--- config.mk ---
export PLATFORM = sky130hd
export DESIGN_NAME = closed_interval_set_merger
export DESIGN_NICKNAME = d
export VERILOG_FILES = /design/src/rtl/cism_pkg.sv /design/src/rtl/closed_interval_set_merger.sv
export VERILOG_INCLUDE_DIRS = /design/src /design/src/rtl
export SDC_FILE = /design/constraint.sdc
export NUM_CORES = 2
export LEC_CHECK = 0
export ABC_AREA = 1
export BUFFER_PORTS_ARGS = -buffer_cell sky130_fd_sc_hd__buf_2
export CAP_MARGIN = 20
export CORE_MARGIN = 5
export CORE_UTILIZATION = 55
export DETAILED_ROUTE_END_ITERATION = 10
export PLACE_DENSITY_LB_ADDON = 0.2
export REMOVE_ABC_BUFFERS = 1
export SYNTH_ARGS = -nofsm -noshare
export SYNTH_HDL_FRONTEND = slang
export SYNTH_SLANG_ARGS = --single-unit
--- constraint.sdc ---
create_clock -name clk -period 5.8 [get_ports clk]
set_clock_uncertainty 0.15 [all_clocks]
set_input_delay 1.16 -clock clk [delete_from_list [all_inputs] [get_ports clk]]
set_output_delay 1.16 -clock clk [all_outputs]
set_load 0.1 [all_outputs]
--- src/rtl/closed_interval_set_merger_assert.svh ---
// Assertion macros shared by the interval set RTL.
// Depends on nothing; included by closed_interval_set_merger.sv.
`ifndef CLOSED_INTERVAL_SET_MERGER_ASSERT_SVH
`define CLOSED_INTERVAL_SET_MERGER_ASSERT_SVH
`ifndef SYNTH
`define CISM_ASSERT_IMP(label, clk, rst_n, ante, cons) \
  label: assert property (@(posedge clk) disable iff (!rst_n) (ante) |-> (cons)) \
    else $error("assertion failed");
`define CISM_ASSERT_NXT(label, clk, rst_n, ante, cons) \
  label: assert property (@(posedge clk) disable iff (!rst_n) (ante) |=> (cons)) \
    else $error("assertion failed");
`else
`define CISM_ASSERT_IMP(label, clk, rst_n, ante, cons)
`define CISM_ASSERT_NXT(label, clk, rst_n, ante, cons)
`endif
`endif

--- src/rtl/cism_pkg.sv ---
// Package for the closed interval set merger: payload structs, codes, constants.
// Depends on nothing.
`default_nettype none
package cism_pkg;
  localparam int MaxIntervals = 16;
  localparam int IdxBits = $clog2(MaxIntervals);
  localparam int CntBits = IdxBits + 1;
  localparam logic signed [31:0] PointHalf = 32'sd33423;

  typedef enum logic [2:0] {
    REQ_ADD   = 3'd0,
    REQ_POINT = 3'd1,
    REQ_QUERY = 3'd2,
    REQ_CLEAR = 3'd3,
    REQ_LIST  = 3'd4
  } req_code_t;

  typedef struct packed {
    logic [2:0]         req_type;
    logic signed [31:0] a_value;
    logic signed [31:0] b_value;
  } in_item_t;

  typedef struct packed {
    logic               status;
    logic               found;
    logic               entry_valid;
    logic signed [31:0] range_low;
    logic signed [31:0] range_high;
    logic               last;
  } out_item_t;
endpackage
`default_nettype wire

--- src/rtl/closed_interval_set_merger.sv ---
// Top level of the closed interval set merger: one memory-based sequencer.
// Depends on cism_pkg and closed_interval_set_merger_assert.svh.
//
// Usage: drive in_item and raise start while busy is low; the request is
// transferred at that edge and busy rises at once. Results appear on out_item
// for one cycle each, marked by out_strobe; out_item.last flags the final one.
// The receiver cannot stall; every strobe is one transfer.
// Storage: the table lives in one memory of endpoint pairs with a registered
// read. An add rescans until the hull stops growing, then packs the table; a
// dropped add skips the pack pass. The single result, or the last list entry,
// is on the outputs in the cycle busy falls.
// Compaction writes entries back in place. When the hull is inserted ahead of
// an entry, that entry is held and later entries move up one slot;
// each write lands on the slot read at the same edge, which returns old data.
// Reset empties the table by clearing the count; memory is left as is.
`default_nettype none
`include "closed_interval_set_merger_assert.svh"
module closed_interval_set_merger (
  input  wire                 clk,
  input  wire                 rst_n,
  input  wire                 start,
  output logic                busy,
  input  cism_pkg::in_item_t  in_item,
  output logic                out_strobe,
  output cism_pkg::out_item_t out_item
);
  import cism_pkg::*;

  typedef enum logic [2:0] {
    S_IDLE, S_SCAN, S_PACK, S_QUERY, S_LIST, S_DONE
  } state_t;

  // Each memory word holds a low endpoint above a high endpoint.
  logic [63:0] mem [MaxIntervals];
  logic [63:0] rd_data_r;

  state_t state_r;
  logic [CntBits-1:0] count_r, rd_idx_r, wr_idx_r;
  logic [MaxIntervals-1:0] absorbed_r;
  logic signed [31:0] lo_r, hi_r;
  logic changed_r, any_r, placed_r, rd_vld_r, flag_r;
  logic [2:0] req_r;

  logic signed [31:0] m_lo, m_hi;
  logic [IdxBits-1:0] prev_idx;
  logic hit, absorb_now, place_now;
  assign m_lo = rd_data_r[63:32];
  assign m_hi = rd_data_r[31:0];
  assign prev_idx = rd_idx_r[IdxBits-1:0] - IdxBits'(1);
  assign hit = (m_lo <= hi_r) && (lo_r <= m_hi);
  assign absorb_now = rd_vld_r && !absorbed_r[prev_idx] && hit;
  // The hull goes ahead of the first kept entry that lies wholly above it.
  assign place_now = (state_r == S_PACK) && rd_vld_r && !absorbed_r[prev_idx]
                     && !placed_r && (m_lo > hi_r);
  assign busy = (state_r != S_IDLE);

  // Saturating point endpoints: i*65536 +- half fits in 49 bits.
  logic signed [48:0] pt_base, pt_lo, pt_hi;
  assign pt_base = {in_item.a_value[31], in_item.a_value, 16'd0};
  assign pt_lo = pt_base - 49'(PointHalf);
  assign pt_hi = pt_base + 49'(PointHalf);

  function automatic logic signed [31:0] sat32(input logic signed [48:0] v);
    if (v > 49'sd2147483647) return 32'sh7fffffff;
    if (v < -49'sd2147483648) return 32'sh80000000;
    return v[31:0];
  endfunction

  logic [CntBits-1:0] rd_nxt;
  logic               mem_we;
  logic [IdxBits-1:0] mem_wa;
  logic [63:0]        mem_wd;

  // The read data is held while the hull is written ahead of it.
  always_ff @(posedge clk) begin
    if (mem_we) mem[mem_wa] <= mem_wd;
    if (!place_now) rd_data_r <= mem[rd_nxt[IdxBits-1:0]];
  end

  // Next read address and the pack write, from the current pass position.
  always_comb begin
    rd_nxt = '0;
    mem_we = 1'b0;
    mem_wa = wr_idx_r[IdxBits-1:0];
    mem_wd = {lo_r, hi_r};
    if (state_r inside {S_SCAN, S_PACK, S_QUERY, S_LIST}) rd_nxt = rd_idx_r;
    if (state_r == S_PACK && rd_vld_r && !absorbed_r[prev_idx]) begin
      mem_we = 1'b1;
      mem_wd = place_now ? {lo_r, hi_r} : rd_data_r;
    end
    if (state_r == S_PACK && !rd_vld_r && rd_idx_r >= count_r) begin
      mem_we = !placed_r;
    end
  end

  // Result for the next cycle, registered below.
  logic      out_strobe_nxt;
  out_item_t out_item_nxt;

  always_comb begin
    out_strobe_nxt = 1'b0;
    out_item_nxt = '0;
    unique case (state_r)
      S_QUERY: begin
        if (rd_idx_r >= count_r) begin
          out_strobe_nxt = 1'b1;
          out_item_nxt.found = any_r || (rd_vld_r && hit);
          out_item_nxt.last = 1'b1;
        end
      end
      S_LIST: begin
        if (count_r == '0) begin
          out_strobe_nxt = 1'b1;
          out_item_nxt.last = 1'b1;
        end else if (rd_vld_r) begin
          out_strobe_nxt = 1'b1;
          out_item_nxt.entry_valid = 1'b1;
          out_item_nxt.range_low = m_lo;
          out_item_nxt.range_high = m_hi;
          out_item_nxt.last = (rd_idx_r == count_r);
        end
      end
      S_DONE: begin
        out_strobe_nxt = 1'b1;
        out_item_nxt.status = (req_r == REQ_ADD || req_r == REQ_POINT) && flag_r;
        out_item_nxt.last = 1'b1;
      end
      default: ;
    endcase
  end

  always_ff @(posedge clk) begin
    if (!rst_n) begin
      state_r <= S_IDLE;
      count_r <= '0;
      out_strobe <= 1'b0;
      out_item <= '0;
      rd_vld_r <= 1'b0;
    end else begin
      out_strobe <= out_strobe_nxt;
      out_item <= out_item_nxt;
      unique case (state_r)
        S_IDLE: begin
          if (start) begin
            req_r <= in_item.req_type;
            rd_idx_r <= '0;
            rd_vld_r <= 1'b0;
            absorbed_r <= '0;
            changed_r <= 1'b0;
            any_r <= 1'b0;
            placed_r <= 1'b0;
            wr_idx_r <= '0;
            if (in_item.req_type == REQ_POINT) begin
              lo_r <= sat32(pt_lo);
              hi_r <= sat32(pt_hi);
            end else if (in_item.a_value < in_item.b_value) begin
              lo_r <= in_item.a_value;
              hi_r <= in_item.b_value;
            end else begin
              lo_r <= in_item.b_value;
              hi_r <= in_item.a_value;
            end
            unique case (in_item.req_type)
              REQ_ADD, REQ_POINT: state_r <= S_SCAN;
              REQ_QUERY: state_r <= S_QUERY;
              REQ_LIST: state_r <= S_LIST;
              REQ_CLEAR: begin
                count_r <= '0;
                state_r <= S_DONE;
              end
              default: state_r <= S_DONE;
            endcase
          end
        end
        S_SCAN: begin
          // Grow the hull; rescan until a whole pass absorbs nothing.
          if (absorb_now) begin
            absorbed_r[prev_idx] <= 1'b1;
            any_r <= 1'b1;
            if (m_lo < lo_r) lo_r <= m_lo;
            if (m_hi > hi_r) hi_r <= m_hi;
          end
          if (rd_idx_r < count_r) begin
            rd_idx_r <= rd_idx_r + 1'b1;
            rd_vld_r <= 1'b1;
            if (absorb_now) changed_r <= 1'b1;
          end else if (rd_vld_r) begin
            rd_vld_r <= 1'b0;
            rd_idx_r <= '0;
            changed_r <= 1'b0;
            if (!(changed_r || absorb_now)) begin
              if (!any_r && count_r == CntBits'(MaxIntervals)) begin
                flag_r <= 1'b1;
                state_r <= S_DONE;
              end else begin
                flag_r <= 1'b0;
                state_r <= S_PACK;
              end
            end
          end else begin
            rd_idx_r <= '0;
            flag_r <= 1'b0;
            state_r <= S_PACK;
          end
        end
        S_PACK: begin
          if (rd_vld_r) begin
            if (!absorbed_r[prev_idx]) wr_idx_r <= wr_idx_r + 1'b1;
            if (place_now) begin
              // Hull goes here; the held entry is written one slot up next cycle.
              placed_r <= 1'b1;
            end else if (rd_idx_r < count_r) begin
              rd_idx_r <= rd_idx_r + 1'b1;
            end else begin
              rd_vld_r <= 1'b0;
              rd_idx_r <= rd_idx_r + 1'b1;
            end
          end else if (rd_idx_r < count_r) begin
            rd_idx_r <= rd_idx_r + 1'b1;
            rd_vld_r <= 1'b1;
          end else begin
            // Past the end: append the hull if not yet placed.
            count_r <= placed_r ? wr_idx_r : wr_idx_r + 1'b1;
            state_r <= S_DONE;
          end
        end
        S_QUERY: begin
          if (rd_vld_r && hit) any_r <= 1'b1;
          if (rd_idx_r < count_r) begin
            rd_idx_r <= rd_idx_r + 1'b1;
            rd_vld_r <= 1'b1;
          end else begin
            state_r <= S_IDLE;
          end
        end
        S_LIST: begin
          if (count_r == '0) begin
            state_r <= S_IDLE;
          end else begin
            if (rd_vld_r && rd_idx_r == count_r) state_r <= S_IDLE;
            rd_idx_r <= rd_idx_r + 1'b1;
            rd_vld_r <= 1'b1;
          end
        end
        S_DONE: begin
          state_r <= S_IDLE;
        end
        default: state_r <= S_IDLE;
      endcase
    end
  end

  `CISM_ASSERT_IMP(a_count_max, clk, rst_n, 1'b1, count_r <= CntBits'(MaxIntervals))
  `CISM_ASSERT_IMP(a_strobe_busy, clk, rst_n, out_strobe && !out_item.last, busy)
  `CISM_ASSERT_NXT(a_start_busy, clk, rst_n, start && !busy, busy)
  `CISM_ASSERT_IMP(a_pack_order, clk, rst_n, state_r == S_PACK, wr_idx_r <= rd_idx_r)
endmodule
`default_nettype wire

# --- Word level (Yosys, flattened, before mapping) ---
# Memories as Yosys holds them, arrays and structs flattened. A register that Yosys moved wholly into a read port is not among the register bits.
# Index checks and enable logic that the tools add are counted.
word_totals:
  mem_bits_rw: 1024
  input_bits: 70
  ff_bits: 175
  n_memories: 1
  wordCells: 237
mem_list:
  columns: ["name", "words", "width", "read_ports", "rd_ports_with_merged_regs", "write_ports", "line", "rtl"]
  rows:
  - ["mem", 16, 64, 1, 1, 1, "closed_interval_set_merger.sv:34", "logic [63:0] mem [MaxIntervals];"]
classes:
  reduce_logical: 50
  n_eq_ne: 33
  addsub: 5
  mux: 109
  n_lt_le_gt_ge: 14
  bitwise_logic: 5
ops:
  columns: ["op", "n"]
  rows:
  - ["$mux W32", 18]
  - ["$mux W64", 2]
  - ["$pmux W32 S2", 2]
  - ["$gt A49 B32 Y1 const B", 2]
  - ["$lt A49 B32 Y1 const B", 2]
  - ["$mux W66", 1]
  - ["$mux W5", 13]
  - ["$gt A32 B32 Y1", 2]
  - ["$le A32 B32 Y1", 2]
  - ["$lt A32 B32 Y1", 2]
  - ["$add A48 B17 Y49 const B", 1]
  - ["$sub A48 B17 Y49 const B", 1]
  - ["$mux W1", 46]
  - ["$reduce_and A5 Y1", 8]
  - ["$mux W16", 2]
  - ["$pmux W16 S2", 1]
  - ["$mux W3", 10]
  - ["$pmux W5 S5", 1]
  - ["$ne A2 B2 Y1 const B", 11]
  - ["$pmux W5 S2", 2]
  - ["$or A16 B16 Y16", 1]
  - ["$pmux W3 S5", 1]
  - ["$logic_and A1 B1 Y1", 14]
  - ["$eq A3 B2 Y1 const B", 4]
  - ["other kinds (37)", 67]

# --- Depth between registers and ports, before layout ---
logic_depth:
  ltp_word: 17
  depth_mapped: 22
  ltp_nobuf: 22

# --- Worst setup path after synthesis ---
# Ideal clock, no wire load.
synth_path:
  path_type: "register -> register"
  start: "register rd_idx_r[0]"
  end: "memory mem[15][0] (enable)"
  synth_period_minus_slack_ns: 5.754
  setup_time_ns: 0.507
  t_required_ns: 5.143
  t_arrival_ns: 5.097
  path_stages_with_launch: 13
  slack_ns: 0.046
  cell_sequence: "edfxtp_1 inv_1 clkbuf_1 ha_1 inv_1 a21oi_1 o21ai_0 o211ai_1 nand3_1 nand3_1 nor2_1 inv_1 a21oi_1"
synth_via:
  elab_chain_cells: 9
synth_rtl:
  columns: ["item", "line", "rtl"]
  rows:
  - ["start: declaration", "closed_interval_set_merger.sv:38", "logic [CntBits-1:0] count_r, rd_idx_r, wr_idx_r;"]
  - ["start signal: assignment", "closed_interval_set_merger.sv:184", "rd_idx_r <= rd_idx_r + 1'b1;"]
  - ["start signal: assignment", "closed_interval_set_merger.sv:213", "rd_idx_r <= rd_idx_r + 1'b1;"]
  - ["start signal: assignment", "closed_interval_set_merger.sv:216", "rd_idx_r <= rd_idx_r + 1'b1;"]
  - ["$sub A4 B1 Y4", "closed_interval_set_merger.sv:49", "assign prev_idx = rd_idx_r[IdxBits-1:0] - IdxBits'(1);"]
  - ["$bmux W1 S4", "closed_interval_set_merger.sv:87", "if (state_r == S_PACK && rd_vld_r && !absorbed_r[prev_idx]) begin"]
  - ["$mux W1 (implied by the code)", "closed_interval_set_merger.sv:87", null]
  - ["$logic_not A1 Y1", null, null]
  - ["$logic_and A1 B1 Y1", "closed_interval_set_merger.sv:87", null]
  - ["$mux W1", "closed_interval_set_merger.sv:87", null]
  - ["$mux W1 *", "closed_interval_set_merger.sv:91", "if (state_r == S_PACK && !rd_vld_r && rd_idx_r >= count_r) begin"]
  - ["$mux W1 *", "closed_interval_set_merger.sv:76", "if (mem_we) mem[mem_wa] <= mem_wd;"]
  - ["$mux W1 (implied by the code) *", "closed_interval_set_merger.sv:76", null]
  - ["end: declaration", "closed_interval_set_merger.sv:34", null]
# Every way passes the cells marked *; elsewhere a longest branch is shown, timed or not. The select of a mux whose other input is x is not followed.

# --- Final worst setup path ---
layout_path:
  start: "register rd_data_r[63], read port of mem"
  end: "register lo_r[1] (enable)"
layout_via:
  elab_chain_cells: 5
layout_rtl:
  columns: ["item", "line", "rtl"]
  rows:
  - ["start: declaration", "closed_interval_set_merger.sv:35", "logic [63:0] rd_data_r;"]
  - ["$le A32 B32 Y1", "closed_interval_set_merger.sv:50", "assign hit = (m_lo <= hi_r) && (lo_r <= m_hi);"]
  - ["$logic_and A1 B1 Y1", "closed_interval_set_merger.sv:50", null]
  - ["$logic_and A1 B1 Y1", "closed_interval_set_merger.sv:51", "assign absorb_now = rd_vld_r && !absorbed_r[prev_idx] && hit;"]
  - ["$ne A2 B2 Y1 (no source line)", null, null]
  - ["$reduce_and A5 Y1 (no source line) *", null, null]
  - ["end signal: assignment", "closed_interval_set_merger.sv:154", "lo_r <= sat32(pt_lo);"]
  - ["end signal: assignment", "closed_interval_set_merger.sv:157", "lo_r <= in_item.a_value;"]
  - ["end signal: assignment", "closed_interval_set_merger.sv:160", "lo_r <= in_item.b_value;"]
  - ["end: declaration", "closed_interval_set_merger.sv:40", "logic signed [31:0] lo_r, hi_r;"]
# Every way passes the cells marked *; elsewhere a longest branch is shown, timed or not.
# A chain may end at the register's enable or synchronous reset.

==> results.yml <==
floorplanning:
  die_h_um: 327
  core_um2: 100000
  die_area_um2: 107000
  initial_core_util_pct: 55.3
  io_pins: 140
  num_rows: 116
  die_w_um: 327
timing:
  rsz0062_at_grt: "no"
  slew_headroom_pct: 23.0
  min_period_ps: 4660
  period_share_pct: 80.3
  fin_setup_tns_ps: 0
  setup_viol: 0
  finalHoldViolCount: 0
  drv_slew: 0
  max_freq_mhz: 215
  worstMarginPinSlew_ps: 1150
clocking:
  clock_sinks: 1262
  insertion_delay_ps: 760
  post_cts.resized_instances: 0
  cts_setup_buffers: 0
  numCtsBuffers: 135
  clockBufferDepth: 3
  htreeDepth: 4
  cts_hold_buf: 0
  path_clk_slew_ps: 60
  cts_tree: "built"
  ctsRootBufferMaster: "clkbuf_16"
yosys:
  synth.distinct_cells: 42
  synth_common_cells: "edfxtp_1 (1184), nor2_1 (773), nand2_1 (604)"
  ys_async_sr_fraction_pct: 0
  synthDominantCellAreaShare_pct: 64.3
  ys.warnings.count: 0
  synthSimpleGateAreaFrac_pct: 16.0
  synth_top_area_cell: "edfxtp_1"
  synth_top_family_by_area: "simple AND/OR/NAND/NOR gates"
  synth_area_um2: 55300
  synth_xor_area_share_pct: 0.396
  synth.most_common_cell: "edfxtp_1"
  synth_seq_area_share_pct: 67.1
  synth.avg_cell_area_um2: 11.5
  ys_ff_latch: 1262
  synth-adder-area-share_pct: 3.91
  synth_edf_count: 1184
  synthCells: 4822
  synth-compound-area-share_pct: 8.27
  synthMuxAreaShare_pct: 0
  synth_area_leaders: "edfxtp_1 (64%), nor2_1 (5.2%), nand2_1 (4.1%)"
  synth-main-ff-cell: "edfxtp_1"
finish:
  fillCellCount: 7735
  layout-drive-gt1-share_pct: 9.90
  multiInputGateArea_um2: 16000
  regArea_um2: 37100
  syn_to_final_growth_pct: 12.9
  post-route-util_pct: 62.4
  finalNetCount: 5199
  final_cells: 6364
power_and_ir_drop:
  clockPowerShare_pct: 27.0
  leakage_nw: 23.0
  switchingPower_w: 0.0118
  power-per-cell-area_nw_per_um2: 504
  internal_power_w: 0.0197
  p_sw_share_pct: 37.5
  power_frac_comb_pct: 34.1
  power_frac_seq_pct: 38.8
  ir_drop_mv: 0.548
routing:
  dr.pass1.iters: 6
  wl_per_cell_um: 25.6
  drc_errors: 0
  vias: 40200
  routed_wirelength_mm: 163
  routed_via_density: 6.31
  drtIter0Drc: 5671
  drtAntennaViolNets: 0
global_routing:
  grt_max_degree: 158
  top_usage_layer: "met2"
  grt_usage_pct: 29.8
  grtUsageMet1_pct: 44.3
  met2_usage_pct: 44.3
  met3_usage_pct: 6.61
  grt_pass1_wl_mm: 241
  grt_pass1_vias: 37400
  antenna_found_initial: 5
  grt_remaining_overflow: 0
placed_design:
  dp.cells: 6113
  dp_hpwl_mm: 94.8
  portBuffers: 139
  gp_congestion: 0.983
setup_path:
  cp.arrival_ps: 4970
  r2r_start: "rd_data_r[63]"
  cp_max_fo: 17
  crit_path_start: "rd_data_r[63]"
  end_kind: "register"
  worstSetupStartpointType: "register"
  crit_type: "register to register"
  required_ps: 6110
hold_path:
  hold_start: "req_r[1]"
  hold_path_class: "register to register"
flow_run:
  cap_violations: 0
run_status:
  outcome: "finished, final reports clean"
[per-layer routing]
| metal | wire, um | share of wire [%] | up-vias |
|---|---|---|---|
| met5 | 13 | 0.0080 | - |
| met4 | 5060 | 3.1 | 2 |
| met3 | 19000 | 12 | 348 |
| met2 | 72100 | 44 | 2408 |
| met1 | 66800 | 41 | 19600 |
| li1 | - | - | 17800 |
[cell families (layout without fill, tap and decap cells)]
kind of cell / Yosys count / in the layout
flip-flops: 1262 / 1262
adder cells (fa/ha/maj): 173 / 173
XOR/XNOR: 25 / 25
buffers and inverters: 601 / 842
other: 0 / 3
AO/OA/AOI/OAI: 668 / 668
AND/OR/NAND/NOR: 2093 / 2093
[sequential cells by signal, summed over array words and instances, names as in the netlist, 2 cells and up]
register,cells
wr_idx_r,5
out_item,68
rd_data_r,64
lo_r,32
req_r,2
mem,1024
rd_idx_r,5
absorbed_r,16
count_r,5
state_r,3
hi_r,32
[stage by stage]
step	area [um2]	worst slack (ps)	hold WS [ps]	power [W]
2_1_floorplan	54100	-14340	240	0.0193
3_3_place_gp	58000	1080	261	0.0227
3_5_place_dp	58000	1040	257	0.0229
4_1_cts	62400	1010	265	0.0313
5_1_grt	62400	917	279	0.0330
6_report	62400	1140	249	0.0315
[layout by cell type, fill, tap and decap left out, drive strengths merged, types with 2 or more instances in the layout]
cell | netlist | routed
a211oi | 7 | 7
a21o | 4 | 4
a21oi | 125 | 125
a221oi | 2 | 2
a22oi | 17 | 17
a31oi | 28 | 28
buf | 138 | 272
bufinv | 0 | 10
clkbuf | 137 | 171
clkinv | 1 | 52
dfxtp | 78 | 78
diode | 0 | 3
edfxtp | 1184 | 1184
ha | 173 | 173
inv | 325 | 336
nand2 | 606 | 606
nand3 | 275 | 275
nand3b | 4 | 4
nand4 | 25 | 25
nor2 | 777 | 777
nor3 | 394 | 394
nor4 | 8 | 8
o2111ai | 2 | 2
o211ai | 7 | 7
o21a | 8 | 8
o21ai | 134 | 134
o221ai | 258 | 258
o22ai | 71 | 71
o31ai | 3 | 3
or2 | 3 | 3
xnor2 | 2 | 2
xor2 | 23 | 23
[power by group through the flow]
stage	Combinational, W	Clock (W)	Sequential (W)
final	0.0107	0.00850	0.0122
after global routing	0.0117	0.00898	0.0122
after CTS	0.0106	0.00859	0.0122
after detailed placement	0.0105	0	0.0124
after global placement	0.0103	0	0.0124
after floorplan	0.00698	0	0.0123
[final timing paths]
| path | to | slack, ps | cells after the start |
|---|---|---|---|
| max | lo_r[1] | 1140 | 12 |
| min | out_item[67] | 250 | 1 |
| max reg2reg | lo_r[1] | 1140 | 12 |
| min reg2reg | out_item[67] | 250 | 1 |
[worst max-delay path, stage by stage (launching register included)]
cell      delay (ps)
edfxtp_1         510
ha_1             470
nand2_1          110
nor2_1           140
nand2_1          120
nor4_1           660
nand4_1          300
nand3_1          400
nand3_1          180
nand2_1          130
nand2_1          280
a21oi_4          650
buf_16           240
[cell type report]
class | count | share of cell area (%)
Timing Repair Buffer | 272 | 3.40
Antenna cell | 3 | 0.0120
Multi-Input combinational cell | 2959 | 25.6
Clock buffer | 171 | 5.80
Inverter | 326 | 1.99
Clock inverter | 73 | 1.17
Tap cell | 1298 | 2.60
Sequential cell | 1262 | 59.4
Note: power is estimated with default switching activity, not from simulation.
